**src/rtl/core/wua_pkg.sv**
```systemverilog
// wua_pkg: shared types, codes and sizes for the wide unsigned integer alu
// no dependencies; imported by every module under rtl/core
package wua_pkg;

    // operand length in 32-bit words and derived counter widths
    localparam int WORDS = 64;
    localparam int IW    = (WORDS > 1) ? $clog2(WORDS) : 1;
    localparam int CW    = $clog2(2 * WORDS);
    localparam int KW    = $clog2(WORDS + 1);

    // command modes
    localparam logic [2:0] MODE_LOAD_A = 3'd0;
    localparam logic [2:0] MODE_LOAD_B = 3'd1;
    localparam logic [2:0] MODE_ADD    = 3'd2;
    localparam logic [2:0] MODE_SUB    = 3'd3;
    localparam logic [2:0] MODE_MUL    = 3'd4;
    localparam logic [2:0] MODE_DIV    = 3'd5;

    // result status codes
    localparam logic [1:0] ST_OK    = 2'd0;
    localparam logic [1:0] ST_OVF   = 2'd1;
    localparam logic [1:0] ST_UNF   = 2'd2;
    localparam logic [1:0] ST_DZERO = 2'd3;

    typedef struct packed {
        logic [2:0]  mode;
        logic [5:0]  word_index;
        logic [31:0] word_value;
    } cmd_t;

    typedef struct packed {
        logic [5:0]  result_index;
        logic [31:0] result_word;
        logic [1:0]  status;
        logic        last;
    } res_t;

    // control of the division remainder register
    typedef struct packed {
        logic        clear;
        logic        shift;
        logic        shift_bit;
        logic        rotate;
        logic        commit;
        logic [31:0] diff_word;
    } rem_cmd_t;

    typedef enum logic [4:0] {
        S_IDLE,
        S_AS_RD,
        S_AS_EX,
        S_MUL_RD,
        S_MUL_MUL,
        S_MUL_ACC,
        S_MUL_COL,
        S_DZ_RD,
        S_DZ_CHK,
        S_DV_ARD,
        S_DV_AW,
        S_DV_SH,
        S_DV_PF,
        S_DV_TR,
        S_DV_CM,
        S_EM_RD,
        S_EM_LD,
        S_EM_WT
    } state_t;

endpackage

```
**src/rtl/core/wua_resram.sv**
```systemverilog
// wua_resram: result store, WORDS words, contents undefined until written
// depends on wua_pkg
module wua_resram (
    input  logic                   clk,
    input  logic                   wr_en,
    input  logic [wua_pkg::IW-1:0] wr_addr,
    input  logic [31:0]            wr_data,
    input  logic [wua_pkg::IW-1:0] rd_addr,
    output logic [31:0]            rd_data
);
    import wua_pkg::*;

    logic [31:0] mem [0:WORDS-1];
    logic [31:0] rd_q_reg;

    // one write port, one registered read port
    always_ff @(posedge clk)
    begin
        if (wr_en)
        begin
            mem[wr_addr] <= wr_data;
        end
        rd_q_reg <= mem[rd_addr];
    end

    assign rd_data = rd_q_reg;

endmodule

```
**config.mk**
```make
export PLATFORM = sky130hd
export DESIGN_NAME = wua_resram
export DESIGN_NICKNAME = d
export VERILOG_FILES = /design/src/rtl/core/wua_pkg.sv /design/src/rtl/core/wua_resram.sv
export SDC_FILE = /design/constraint.sdc
export NUM_CORES = 2
export LEC_CHECK = 0
export ABC_AREA = 1
export BUFFER_PORTS_ARGS = -buffer_cell sky130_fd_sc_hd__clkbuf_2
export CAP_MARGIN = 0
export CORE_ASPECT_RATIO = 0.8
export CORE_MARGIN = 2
export CORE_UTILIZATION = 40
export DETAILED_ROUTE_END_ITERATION = 6
export PLACE_DENSITY = 0.62
export SLEW_MARGIN = 20
export SYNTH_ARGS = -nofsm -noshare
export SYNTH_HDL_FRONTEND = slang
export SYNTH_SLANG_ARGS = --single-unit
export TNS_END_PERCENT = 20
```
**constraint.sdc**
```tcl
create_clock -name clk -period 4.81 [get_ports clk]
set_input_delay 0.2405 -clock clk [delete_from_list [all_inputs] [get_ports clk]]
set_output_delay 0.2405 -clock clk [all_outputs]
set_load 0.02 [all_outputs]
```
# Yosys cells after proc, flatten, opt, wreduce, memory -nomap -nowiden

Memory sizes are Yosys's and may differ from the RTL's. A register that Yosys moved wholly into a read port is not among the register bits.
Index checks and enable logic that the tools add are counted.

Register bits: 0
Memory bits (writable): 2048
Input bits: 46
Output and inout port bits: 32
Logic and storage cells: 3
Memories kept: 1

Memories:

| memory | words | width | rd ports | clocked after memory_dff | write ports | RTL line         | RTL |
|---|---|---|---|---|---|---|---|
| mem    | 64    | 32    | 1        | 1                        | 1           | wua_resram.sv:13 | `logic [31:0] mem [0:WORDS-1];` |

Multiplexer cells: 2

Operator list:

| operator          | count |
|---|---|
| two-way mux 1 bit | 2 |

# Logic depth before layout (Yosys ltp)

Word-level depth: 2
Mapped depth: 13

# Worst setup path after synthesis

No wires, ideal clock.

Kind: input-to-reg
Start: in wr_en
End: mem mem[48][0] (enable)
Setup time: 0.502 ns
Arrival: 3.868 ns
Setup slack: 0.440 ns
Cell stages on the path: 3
Buffers on the path: 1
Path through: clkbuf_1 nand4_1 nor4_1

Longest elaborated chain between the ends: 2

RTL lines:

| what                                    | RTL line         | RTL |
|---|---|---|
| start: declaration                      | wua_resram.sv:5  | `input logic wr_en,` |
| two-way mux 1 bit                       | wua_resram.sv:19 | `if (wr_en)` |
| two-way mux 1 bit (implied by the code) | wua_resram.sv:21 | `mem[wr_addr] <= wr_data;` |
| end: declaration                        | wua_resram.sv:13 |  |

No other way between the ends.

==> impl_results.md <==
- Status: finished clean
- CTS buffer count: 192
- RSZ-0062 raised after global routing: no
- Pwr Total: 37.7 mW
- Unique masters post-synth: 16
- Setup tns final: 0 ps
- Post-synth EDFFs: 2,048
- Synth Register Bits: around 2,100
- Critical-path cell list: buf_8 > inv_8 > buf_12 > nand3_1 > nand3_1 > nand3_1 > nand3_1 > nand2_1 > nand2_1 > nand2_1
- Top cell type's share of synthesized area: 0.743
- Sequential-to-total area share from yosys stat: 0.751
- Final setup vio count: 0
- Vias: 55,000
- Placer congestion estimate: between 0.8 and 0.9
- Antenna-violating nets left: 0
- Post-layout util: 0.452
- Synth Area in Compound Gates: 0
- Power Dens Cells: 406 mW/mm^2
- Syn Nets: ~6,800
- Largest family of logic cells by synthesized area: simple AND/OR/NAND/NOR gates
- Hold WS: 25.5 ps
- Worst-Skew Late Latency: 850 ps
- Final Slew Violations: 0
- Clk buf depth: 3
- Worst Tran Pin Value: 1170 ps
- Critical path type: in -> reg
- Cell with the most instances after synthesis: nand2_1
- Min Tclk post-route: 2550 ps
- Number of port buffers: 77
- Share of cells above drive strength 1: 0.0834
- Fin area: roughly 0.093 sq mm
- Fin. Hold Viols: 0
- Hold Crit Class: in -> reg
- Worst endpoint required time: 5550 ps
- CP peak stage delay: between 600 and 700 ps
- Period utilisation layout: 0.530
- CTS root buf: clkbuf_16
- CTS sink cnt: 2,080
- Fraction of the mapped netlist area in simple logic gates: 0.221
- Synthesized cell area: 0.0827 sq mm
- Die ar.: 0.211 sq mm
- Setup WS post-layout: 2260 ps
- Reg2reg setup slack: 2730 ps
- Crit Path Max Fanout: 95
- Top FF cell, synth: edfxtp_1
- Max frequency: approximately 390 MHz
- DP HPWL: 147,000 um
- Post-synthesis adder-cell area fraction: 0
- Finished Layout Cells: 9,648
- Area after DPL: 0.0866 sq mm
- Bufs and invs on worst path: 3
- Synth area leader: edfxtp_1
- Clock Skews: 37.3 ps
- GR Overflow Total: 0
- Layout filler cell count: 18,400
- CP endpoint kind: flip-flop
- Drt wl/cell: 26.5 um
- Crit path DAT: between 3000 and 4000 ps
- Largest delay contributor family on the critical path: simple AND/OR/NAND/NOR gates
- Area growth syn-to-layout: 12.3%
- Crit path top cell by count: nand3_1
- Die width: roughly 510 um
- Critical path launch point type: input port
- Slew headroom: 0.223
- First-pass GRT wire length: 368,000 um
- Leakage: 32.3 nW
- All-Layer GR Usage: 0.239
- Htree depth: 4
- Die height: 411 um
- Post-CTS Setup Repair Bufs: 0
- Drt first pass iters: 7
- Remaining DRCs: 0
- Via-to-Cell Ratio: 5.70
- Peak supply drop: approximately 0.00035 V
- Initial antenna violation count: 24
- Nets: 6,810
- TritonCTS clock tree: done
- Starting density of the core: 0.402
- Setup WS pre-CTS: 1510 ps
- Average size of a mapped cell: 12.2 sq um
- Largest net degree at the start of global routing: 200
- Core Area: 0.206 sq mm
- Cells after synthesis: 6,769
- Cell Rows: 149
- Clock transition at path regs: approximately 60 ps
- Yosys warns: 0
- Slowest cell on crit path: nand3_1
- Asr flop ratio synth: 0
- 1st-iter DRT viols: 8,279
- Post-CTS sizing: 0
- Detailed Route WL: between 200,000 and 300,000 um
- Placed Cells: 9,274
- Max Cap Viol: 0
- I/O pin count: between 70 and 80
- Synth Area in XOR/XNOR: 0
- Post-synth top cells: nand2_1, edfxtp_1, nand3_1, buf_2, clkbuf_1
- Mux contribution to synthesized area: 0
- Largest cells by area after synthesis: edfxtp_1, nand3_1, nand2_1
- Vias in the first global route: ~50,000
==> placed cells by master (no fill, tap or decap), types with 9 or more instances in the layout <==
master / Yosys / layout
clkbuf_1: 77 / 43
nand2_1: 2248 / 2248
clkbuf_16: 0 / 198
buf_16: 0 / 9
clkinv_2: 0 / 35
nand4_1: 9 / 9
clkbuf_2: 0 / 57
edfxtp_1: 2048 / 2048
nand3_1: 1907 / 1907
buf_12: 0 / 39
diode_2: 0 / 10
clkinv_1: 0 / 42
bufinv_16: 0 / 12
nor2_4: 0 / 56
dfxtp_1: 32 / 32
buf_4: 45 / 130
==> final cells by class <==
cell class                      instances  area [sq um]  area share
Antenna cell                           10          25.0    0.000269
Clock buffer                          247          5200      0.0559
Clock inverter                        103           878     0.00945
Inverter                               12          82.6    0.000889
Multi-Input combinational cell       4228         18800       0.202
Sequential cell                      2080         62100       0.669
Tap cell                             2718          3400      0.0366
Timing Repair Buffer                  250          2440      0.0263
==> cell families after synthesis <==
family / count (synthesis)
buffers and inverters: 461
flip-flops: 2080
AND/OR/NAND/NOR: 4228
==> where the power goes <==
group          internal (mW)  leakage, nW  switching [mW]
sequential              20.1         18.7           0.106
clock                   8.27         2.97            6.75
combinational          0.545         10.6            2.01
total                   28.9         32.3            8.86
==> registers in the layout, indices dropped and copies added, names as in the netlist <==
signal   count
mem       2048
rd_data     32
==> final timing paths <==
kind / start / endpoint / depth (start not counted)
setup / recovery: rd_addr[1] / rd_data[12] / 10
hold / removal: wr_data[20] / mem[22][20] / 1
setup reg to reg: mem[61][12] / rd_data[12] / 8
hold reg to reg: mem[49][0] / rd_data[0] / 8
==> routing by layer <==
metal | vias to the layer above | share of wire | global-route usage
met3 | 400 | 0.11 | 0.0529
met5 | - | 0.00044 | 0
met4 | 18 | 0.031 | 0.0787
met1 | 27200 | 0.41 | 0.351
li1 | 24100 | - | -
met2 | 3225 | 0.44 | 0.352
==> what timing repair did <==
action	4_1_cts	5_1_grt
hold buffers	8	0
endpoints found under the setup margin	0	0
endpoints found under the hold margin	98	0
No activity file was read; power rests on OpenSTA's default activity.
